$ cat config.mk
export PLATFORM = sky130hd
export DESIGN_NAME = bdt_div
export DESIGN_NICKNAME = d
export VERILOG_FILES = /design/src/bdt_pkg.sv /design/src/bdt_div.sv
export SDC_FILE = /design/constraint.sdc
export NUM_CORES = 1
export LEC_CHECK = 0
export CAP_MARGIN = 20
export CORE_MARGIN = 2
export CORE_UTILIZATION = 55
export CTS_BUF_LIST = sky130_fd_sc_hd__clkbuf_8
export DETAILED_ROUTE_END_ITERATION = 8
export DONT_BUFFER_PORTS = 1
export PLACE_DENSITY = 0.74
export SYNTH_ARGS = -nofsm -noshare
export SYNTH_HDL_FRONTEND = slang
export SYNTH_SLANG_ARGS = --single-unit
$ cat constraint.sdc
create_clock -name clk -period 6.12 [get_ports clk]
set_input_delay 0.612 -clock clk [delete_from_list [all_inputs] [get_ports clk]]
set_output_delay 0.612 -clock clk [all_outputs]
set_load 0.05 [all_outputs]
$ cat src/bdt_pkg.sv
package bdt_pkg;

  localparam int SCREEN_WIDTH  = 256;
  localparam int SCREEN_HEIGHT = 256;
  localparam int DEPTH_BITS    = 16;
  localparam int STEP_W        = 6;

  typedef struct packed {
    logic signed [11:0] pixel_x;
    logic signed [11:0] pixel_y;
    logic signed [11:0] a_x;
    logic signed [11:0] a_y;
    logic [23:0]        a_w;
    logic signed [11:0] b_x;
    logic signed [11:0] b_y;
    logic [23:0]        b_w;
    logic signed [11:0] c_x;
    logic signed [11:0] c_y;
    logic [23:0]        c_w;
    logic [31:0]        fill_color;
  } in_t;

  typedef struct packed {
    logic        drawn;
    logic [7:0]  out_x;
    logic [7:0]  out_y;
    logic [31:0] pixel_color;
    logic [15:0] depth_value;
    logic        gray_valid;
    logic [23:0] gray_color;
  } out_t;

  typedef struct packed {
    logic              start;
    logic [STEP_W-1:0] steps;
  } div_cmd_t;

  typedef struct packed {
    logic busy;
  } div_stat_t;

  typedef enum logic [3:0] {
    ST_CLEAR,
    ST_IDLE,
    ST_CROSS,
    ST_PREP,
    ST_RSTART,
    ST_RECIP,
    ST_MAC,
    ST_NUM,
    ST_DSTART,
    ST_DIV,
    ST_TEST,
    ST_OUT
  } state_t;

endpackage

$ cat src/bdt_div.sv
module bdt_div #(
  parameter int W  = 64,
  parameter int QW = 32
) (
  input  logic                clk,
  input  logic                rst_n,
  input  bdt_pkg::div_cmd_t   cmd,
  input  logic [W-1:0]        dividend,
  input  logic [W-1:0]        divisor_sh,
  output bdt_pkg::div_stat_t  stat,
  output logic [QW-1:0]       quotient
);

  logic [W-1:0]               rem_r;
  logic [W-1:0]               dsr_r;
  logic [QW-1:0]              q_r;
  logic [bdt_pkg::STEP_W-1:0] cnt_r;
  logic                       busy_r;
  logic                       ge;

  assign ge = (rem_r >= dsr_r);

  always_ff @(posedge clk) begin
    if (!rst_n) begin
      busy_r <= 1'b0;
      cnt_r  <= '0;
    end else if (cmd.start) begin
      busy_r <= 1'b1;
      cnt_r  <= cmd.steps;
    end else if (busy_r) begin
      cnt_r <= cnt_r - 1'b1;
      if (cnt_r == bdt_pkg::STEP_W'(1)) begin
        busy_r <= 1'b0;
      end
    end
  end

  always_ff @(posedge clk) begin
    if (cmd.start) begin
      rem_r <= dividend;
      dsr_r <= divisor_sh;
      q_r   <= '0;
    end else if (busy_r) begin
      if (ge) begin
        rem_r <= rem_r - dsr_r;
      end
      q_r   <= {q_r[QW-2:0], ge};
      dsr_r <= dsr_r >> 1;
    end
  end

  assign stat.busy = busy_r;
  assign quotient  = q_r;

endmodule
==> metrics.cfg, run 1 <==
[cts]
ctsRootBufferMaster = clkbuf_8
cts_max_path_buffers = 2
cts_tree = yes
clk_pin_slew_ns = 0.11
cts_buffers = 17
htree_num_levels = 4
holdBufCountCts = 0
ctsResizeCount = 0
post_cts_buffers = 0
insertion_delay_ns = 0.48
cts.sinks = 167

[synth]
netlist_instances = 1210
post_synth_instance_area_um2 = 10700
syn_area_per_cell_um2 = 8.82
ys_async_sr_fraction = 0
synth_edf_count = 128
yosysUniqueCellTypes = 58
synth_nets = 1414
yosys_most_used_dff = edfxtp_1
yosysSeqAreaShare = 0.433
synth-seq-cells = 167
synth_warnings = 0

[finish]
layout_commonest_cell = nand2_1
nets = 1372
final_cell_mix = nand2_1, o21ai_0, edfxtp_1
multi_input_area_um2 = 5480
instances_no_fill = 1442
seq_area_um2 = 4630
area_growth_pct = 5.14
nFillCells = 1702
drive_gt1_frac = 0.0423
fin_util = 0.594

[worst_setup_path]
endpoint_kind = flop
crit_fanout = 43
cp-start-kind = flop
required_ns = 6.27
max_stage_delay_ns = 0.52
criticalPathCategory = reg2reg
rrSetupSlack_ns = 1.81
crit_slowest_cell = a2111oi_0
path_cells = inv_1 -> ha_1 -> inv_1 -> fa_1 -> a21oi_1 -> o21ai_0 -> o311a_1 -> o2111a_1 -> a2111oi_0 -> o21ai_0 -> o2111ai_1 -> a21oi_1 -> nand2_1 -> nand2_2 -> buf_4
crit_arrival_ns = 4.46

[routing]
drtIter0Drc = 481
route.detailed.drc = 0
routed_wirelength_mm = 24.2
antenna_left = 0
wire_per_inst_um = 16.8
vias = 8365
vias_per_cell = 5.80
drtPass1Iterations = 7

[sta]
worst_pin_slew_ns = 0.712
final_max_slew_viol_count = 0
setup_slack_ns = 1.81
fin_crit_ns = 4.31
finClkSkew_ns = 0.0154
max-slew-margin-rel = 0.526
setup_violations = 0
setup-tns-final_ns = 0
hold_viol_final = 0
fmax_mhz = 232
rsz0062_at_grt = false
min_period_over_period = 0.704

[outcome]
status = complete, no violations

[global_routing]
grt_pass1_vias = 7998
grt_max_degree = 290
grt_pass1_wl_mm = 39.2
overflow = 0
grt_usage = 0.240
antenna_found_initial = 0

[power]
comb_power_share = 0.453
p_sw_w = 0.00175
p_int_w = 0.00257
p_leak_nw = 4.58
clock_power_share = 0.192
seqPwrFrac = 0.355
irDropWorstVdd_uv = 180
swShare = 0.406
p_per_area_nw_per_um2 = 385

[die]
die_h_um = 143
rows = 50
core_um2 = 18900
boundaryPins = 170
start_util = 0.565
die_area_um2 = 20500
die_w_um = 143

[placement]
post-place-ws_ns = 1.79
io_buffers = 0
hpwl_mm = 17.6
gp_congestion = 0.916
dp_cells = 1409

[run]
drv_cap = 0

[min_path]
min_path_type = in2reg

==> synthesized netlist by cell type, types with 6 or more instances <==
| cell | instances | share of area |
|---|---|---|
| o31ai_1 | 9 | 0.0063 |
| nor2_1 | 85 | 0.030 |
| nor3_1 | 7 | 0.0033 |
| a211oi_1 | 6 | 0.0042 |
| xor2_1 | 23 | 0.019 |
| clkbuf_1 | 58 | 0.020 |
| o21bai_1 | 11 | 0.0077 |
| dfxtp_1 | 39 | 0.073 |
| a21o_1 | 33 | 0.023 |
| o21ai_0 | 158 | 0.074 |
| a31oi_1 | 7 | 0.0041 |
| mux2i_1 | 34 | 0.032 |
| ha_1 | 66 | 0.077 |
| nor2b_1 | 6 | 0.0035 |
| and3_1 | 6 | 0.0035 |
| xnor2_1 | 40 | 0.033 |
| o21a_1 | 8 | 0.0056 |
| nand2_1 | 189 | 0.066 |
| o21ai_1 | 8 | 0.0038 |
| a21oi_1 | 89 | 0.042 |
| nand4_1 | 23 | 0.013 |
| inv_1 | 88 | 0.031 |
| nand3_1 | 17 | 0.0080 |
| and2_1 | 9 | 0.0053 |
| edfxtp_1 | 128 | 0.36 |
==> path summary, 6_finish.rpt <==
check                      from                       end  cells past startpoint
max          rem_r[0]$_DFFE_PP_       rem_r[17]$_DFFE_PP_                     15
min                       rst_n     cnt_r[5]$_SDFFE_PN0P_                      1
max reg2reg  rem_r[0]$_DFFE_PP_       rem_r[17]$_DFFE_PP_                     15
min reg2reg     stat$_SDFF_PN0_  quotient[0]$_SDFFE_PP0P_                      2
==> registers in the layout (all words and copies together) (netlist names) <==
signal and flops:
cnt_r 6, dsr_r 64, stat 1, rem_r 64, quotient 32
==> critical path, delay by kind of cell (launching register included) <==
family,cells,cell delay [ns]
buffers and inverters,3,0.61
adders and majority gates,2,0.58
DFF,1,0.37
AOI/OAI and AO/OA,8,1.98
and+or+nand+nor,2,0.45
==> power by group through the flow <==
stage | clock network, W | registers [W] | logic [W]
3_5_place_dp | 0 | 0.00156 | 0.00191
2_1_floorplan | 0 | 0.00155 | 0.00155
4_1_cts | 0.000849 | 0.00154 | 0.00193
5_1_grt | 0.000882 | 0.00155 | 0.00220
6_report | 0.000830 | 0.00153 | 0.00196
3_3_place_gp | 0 | 0.00155 | 0.00189
==> area by class of cell <==
type | count | share of cell area
clock buffers | 17 | 0.0209
flip-flops and latches | 167 | 0.412
diodes | 1 | 0.000223
inverters | 88 | 0.0294
repair buffers | 3 | 0.00201
clock inverters | 15 | 0.0182
multi-input cells | 891 | 0.488
well taps | 260 | 0.0290
==> through the flow <==
stage	total power (W)	hold WS, ns	area [um2]
3_3_place_gp	0.00344	0.513	10800
3_5_place_dp	0.00348	0.522	10800
4_1_cts	0.00432	0.209	11200
2_1_floorplan	0.00310	0.548	10700
5_1_grt	0.00464	0.214	11200
6_report	0.00432	0.258	11200
==> logic make-up (layout without fill, tap and decap cells) <==
| family | Yosys count | in the layout | synth area share |
|---|---|---|---|
| and+or+nand+nor | 360 | 360 | 0.146 |
| other | 0 | 1 | 0 |
| buffers and inverters | 152 | 123 | 0.0538 |
| muxes | 38 | 38 | 0.0361 |
| DFF | 167 | 167 | 0.433 |
| xor gates and xnor gates | 63 | 63 | 0.0517 |
| AOI/OAI and AO/OA | 363 | 363 | 0.200 |
| adders and majority gates | 67 | 67 | 0.0793 |
==> routing by layer <==
metal	wire, um	up-vias	global-route usage
li1	-	4206	-
met1	11100	3912	0.324
met2	11200	223	0.384
met3	1610	24	0.0610
met4	343	0	0.0676
met5	0	-	0
Power figures use the tool's default switching activity.
==> run 2, diff against run 1 <==
==> constraint.sdc (replaced) <==
create_clock -name clk -period 4.2 [get_ports clk]
set_input_delay 0.42 -clock clk [delete_from_list [all_inputs] [get_ports clk]]
set_output_delay 0.42 -clock clk [all_outputs]
set_load 0.05 [all_outputs]
==> run 2 against run 1 <==
Net effect:
- worst hold slack worse by 0.20 ns
- clock skew about the same
- non-clock buffer count up 1
- final cell count up 0.14%
- wire length up 1.3%
- sequential share of layout area unchanged
- critical endpoint is now rem_r[7]$_DFFE_PP_
==> metrics.cfg, run 2 (synthesis results as in run 1) <==
[outcome]
status = complete, no violations

[placement]
io_buffers = 0
dp_cells = 1410
hpwl_mm = 17.7
placed_cell_area_um2 = 10800
gp_congestion = 0.940

[finish]
nets = 1373
nFillCells = 1702
drive_gt1_frac = 0.0431
finalInstanceArea_um2 = 11200
layout_commonest_cell = nand2_1
final_cell_mix = nand2_1, o21ai_0, edfxtp_1
area_growth_pct = 5.14
instances_no_fill = 1444

[min_path]
min_path_type = in2reg
min_from = rst_n

[sta]
final_max_slew_viol_count = 0
whs_ns = 0.0580
fin_crit_ns = 3.85
setup_violations = 0
max-slew-margin-rel = 0.524
finClkSkew_ns = 0.0156
worst_pin_slew_ns = 0.714
rsz0062_at_grt = false
fmax_mhz = 260
min_period_over_period = 0.916
setup-tns-final_ns = 0
hold_viol_final = 0

[worst_setup_path]
crit_arrival_ns = 4.03
crit_fanout = 35
required_ns = 4.38
endpoint_kind = flop
cp-start-kind = flop
startpoint = rem_r[0]$_DFFE_PP_
criticalPathCategory = reg2reg
r2r-start = rem_r[0]$_DFFE_PP_

[routing]
vias = 8418
vias_per_cell = 5.83
wire_per_inst_um = 17.0
routed_wirelength_mm = 24.5
route.detailed.drc = 0
drtIter0Drc = 599
drtPass1Iterations = 5
antenna_left = 0

[die]
die_area_um2 = 20500
start_util = 0.565
die_h_um = 143
core_um2 = 18900
die_w_um = 143
boundaryPins = 170
rows = 50

[cts]
ctsRootBufferMaster = clkbuf_8
holdBufCountCts = 0
post_cts_buffers = 0
insertion_delay_ns = 0.48
cts_buffers = 17
cts.sinks = 167
cts_tree = yes
clk_pin_slew_ns = 0.10
htree_num_levels = 4
cts_max_path_buffers = 2
ctsResizeCount = 0

[power]
p_total_w = 0.00632
irDropWorstVdd_uv = 315
p_leak_nw = 4.58
p_per_area_nw_per_um2 = 563

[global_routing]
antenna_found_initial = 1
grt_usage = 0.239
overflow = 0
grt_max_degree = 290
grt_pass1_vias = 8041
grt_pass1_wl_mm = 39.1

[run]
drv_cap = 0

## run 2: cell types whose count changed in the layout (fill, tap and decap cells not counted), sizes merged
cell    previous run  this run
buf                3         4
clkinv             9         5
diode              1         2
inv               94        98
## run 2: cell type report
cell class / instances / area [um2] / share of cell area
Multi-Input combinational cell: 891 / 5480 / 0.488
Tap cell: 260 / 325 / 0.0290
Clock buffer: 17 / 234 / 0.0209
Inverter: 88 / 330 / 0.0294
Antenna cell: 2 / 5.00 / 0.000446
Sequential cell: 167 / 4630 / 0.412
Timing Repair Buffer: 4 / 30.0 / 0.00268
Clock inverter: 15 / 194 / 0.0173
## run 2: routing by layer
layer,global-route usage,vias up,share of wire
li1,-,4211,-
met4,0.0748,0,0.020
met2,0.380,271,0.45
met3,0.0633,40,0.078
met1,0.322,3896,0.45
met5,0,-,0
## run 2: final timing paths
check | to | slack, ns | cells past startpoint
worst min-delay path | cnt_r[4]$_SDFFE_PN0P_ | 0.06 | 1
worst max-delay path | rem_r[7]$_DFFE_PP_ | 0.35 | 15
worst min register to register | cnt_r[0]$_SDFFE_PN0P_ | 0.61 | 2
worst max register to register | rem_r[7]$_DFFE_PP_ | 0.35 | 15
## run 2: critical path: stages, from the launching register on
cell	delay [ns]
edfxtp_1	0.37
inv_1	0.07
ha_1	0.16
inv_1	0.06
fa_1	0.41
a21oi_1	0.19
o21ai_0	0.19
o311a_1	0.41
o2111a_1	0.25
a2111oi_0	0.46
o21ai_0	0.23
o2111ai_1	0.15
a21oi_1	0.09
nand2_1	0.11
nand2_2	0.07
buf_4	0.31
## run 2: power by group
| part | switching (W) | internal [W] | leakage, nW | total, W |
|---|---|---|---|---|
| Clock | 0.000752 | 0.000471 | 0.215 | 0.00122 |
| Sequential | 0.0000940 | 0.00214 | 1.61 | 0.00223 |
| Combinational | 0.00173 | 0.00113 | 2.75 | 0.00286 |
| Total | 0.00258 | 0.00374 | 4.58 | 0.00632 |
## run 2: through the flow
step / setup WS [ns] / util
6_report: 0.354 / 0.594
3_3_place_gp: 0.562 / 0.571
5_1_grt: 0.0388 / 0.594
2_1_floorplan: 0.492 / -
3_5_place_dp: 0.405 / 0.571
4_1_cts: 0.349 / 0.594
==> run 3, diff against run 2 <==
--- a/config.mk
+++ b/config.mk
@@ -12,6 +12,7 @@
 export DETAILED_ROUTE_END_ITERATION = 8
 export DONT_BUFFER_PORTS = 1
 export PLACE_DENSITY = 0.74
+export RECOVER_POWER = 25
 export SYNTH_ARGS = -nofsm -noshare
 export SYNTH_HDL_FRONTEND = slang
 export SYNTH_SLANG_ARGS = --single-unit
==> run 3 against run 2 <==
Net effect:
- the run now ends with max-capacitance violations, max-slew violations left
- largest power group unchanged
- die area is the same
- register-to-register slack is essentially flat
- critical path type unchanged
- critical endpoint unchanged
- clock skew is the same
- flip-flop and latch count is the same
- worst setup slack is essentially flat
- final cell count is the same
- largest cell class unchanged
- sequential power is essentially flat
- worst hold slack is essentially flat
- count of clock-buffer cells in the layout is the same
- combinational power is essentially flat
- non-clock buffer count is the same
==> metrics.cfg, run 3 (synthesis results as in run 1) <==
[min_path]
min_path_type = in2reg
hold_path_end = cnt_r[4]$_SDFFE_PN0P_
whs_path_depth = 1
min_from = rst_n

[power]
p_per_area_nw_per_um2 = 563
p_leak_nw = 4.58
irDropWorstVdd_uv = 315

[worst_setup_path]
crit_fanout = 35
r2r-end = rem_r[7]$_DFFE_PP_
rrSetupSlack_ns = 0.35
r2r-start = rem_r[0]$_DFFE_PP_
endpoint_kind = flop
crit_slowest_cell = a2111oi_0
cp-start-kind = flop
criticalPathCategory = reg2reg
startpoint = rem_r[0]$_DFFE_PP_
r2r_cells = 15
path_cells = inv_1 -> ha_1 -> inv_1 -> fa_1 -> a21oi_1 -> o21ai_0 -> o311a_1 -> o2111a_1 -> a2111oi_0 -> o21ai_0 -> o2111ai_1 -> a21oi_1 -> nand2_1 -> nand2_2 -> buf_4
crit_arrival_ns = 4.03
required_ns = 4.38
max_stage_delay_ns = 0.46

[cts]
cts.sinks = 167
clk_pin_slew_ns = 0.10
cts_buffers = 17
cts_tree = yes
holdBufCountCts = 0
htree_num_levels = 4
cts_max_path_buffers = 2
ctsResizeCount = 0
post_cts_buffers = 0
insertion_delay_ns = 0.48
ctsRootBufferMaster = clkbuf_8

[sta]
max-slew-margin-rel = -0.108
worst_pin_slew_ns = 1.66
min_period_over_period = 0.916
finClkSkew_ns = 0.0156
fin_crit_ns = 3.85
rsz0062_at_grt = false
whs_ns = 0.0580
setup_violations = 0
setup-tns-final_ns = 0
hold_viol_final = 0
final_max_slew_viol_count = 24
fmax_mhz = 260

[placement]
gp_congestion = 0.940
io_buffers = 0
hpwl_mm = 17.7

[finish]
nFillCells = 1703
area_growth_pct = 5.12
nets = 1373
drive_gt1_frac = 0.0415
final_cell_mix = nand2_1, o21ai_0, edfxtp_1
layout_commonest_cell = nand2_1

[outcome]
violations = max-capacitance violations, max-slew violations
status = finished with violations

[routing]
vias_per_cell = 5.83
drtIter0Drc = 599
routed_wirelength_mm = 24.5
drtPass1Iterations = 5
antenna_left = 0
vias = 8425
wire_per_inst_um = 17.0
route.detailed.drc = 0

[global_routing]
grt_max_degree = 290
overflow = 0
grt_pass1_vias = 8041
grt_pass1_wl_mm = 39.1
antenna_found_initial = 1
grt_usage = 0.239

[die]
rows = 50
core_um2 = 18900
die_w_um = 143
start_util = 0.565
die_area_um2 = 20500
die_h_um = 143
boundaryPins = 170

[run]
drv_cap = 1

==> run 3: cell counts in the layout (fill, tap and decap cells not counted) <==
Identical to the previous run, type by type.
==> run 3: how the worst max path moves through the flow <==
stage	to	slack, ns	cells past startpoint
global route	rem_r[1]$_DFFE_PP_	0.04	15
CTS	rem_r[1]$_DFFE_PP_	0.35	15
global placement	rem_r[19]$_DFFE_PP_	0.56	15
finish	rem_r[7]$_DFFE_PP_	0.35	15
floorplan	rem_r[0]$_DFFE_PP_	0.49	14
detailed placement	rem_r[21]$_DFFE_PP_	0.41	15
==> run 3: per-layer routing <==
layer  vias to the layer above  track usage  wire length (um)
met5                         -            0                 0
met2                       273        0.380             11100
met3                        40       0.0633              1890
li1                       4211            -                 -
met1                      3901        0.322             11000
met4                         0       0.0748               489
==> run 3: report_power, final <==
| group | switching, W | total (W) | internal, W |
|---|---|---|---|
| clock network | 0.000753 | 0.00122 | 0.000471 |
| logic | 0.00173 | 0.00286 | 0.00113 |
| registers | 0.0000940 | 0.00224 | 0.00214 |
| total | 0.00258 | 0.00632 | 0.00374 |
==> run 3: stage by stage <==
step                      area [um2]  std cells  worst slack (ns)  utilization  total power [W]
after global placement         10800       1410             0.562        0.571          0.00502
after CTS                      11200       1442             0.349        0.594          0.00631
after global routing           11200       1442            0.0388        0.594          0.00677
final                          11200       1444             0.354        0.594          0.00632
after detailed placement       10800       1410             0.405        0.571          0.00507
after floorplan                10700       1210             0.492            -          0.00451
==> run 3: critical path, delay by kind of cell, from the launching register on <==
kind	cells	cell delay, ns
buffers and inverters	3	0.44
DFF	1	0.37
adders and majority gates	2	0.57
AOI/OAI and AO/OA	8	1.97
and+or+nand+nor	2	0.18
==> run 3: cell type report <==
| type | count | area (um2) | share of cell area |
|---|---|---|---|
| well taps | 260 | 325 | 0.0290 |
| diodes | 2 | 5.00 | 0.000446 |
| flip-flops and latches | 167 | 4620 | 0.412 |
| multi-input cells | 891 | 5480 | 0.488 |
| inverters | 88 | 330 | 0.0294 |
| repair buffers | 4 | 30.0 | 0.00268 |
| clock inverters | 15 | 194 | 0.0173 |
| clock buffers | 17 | 234 | 0.0209 |
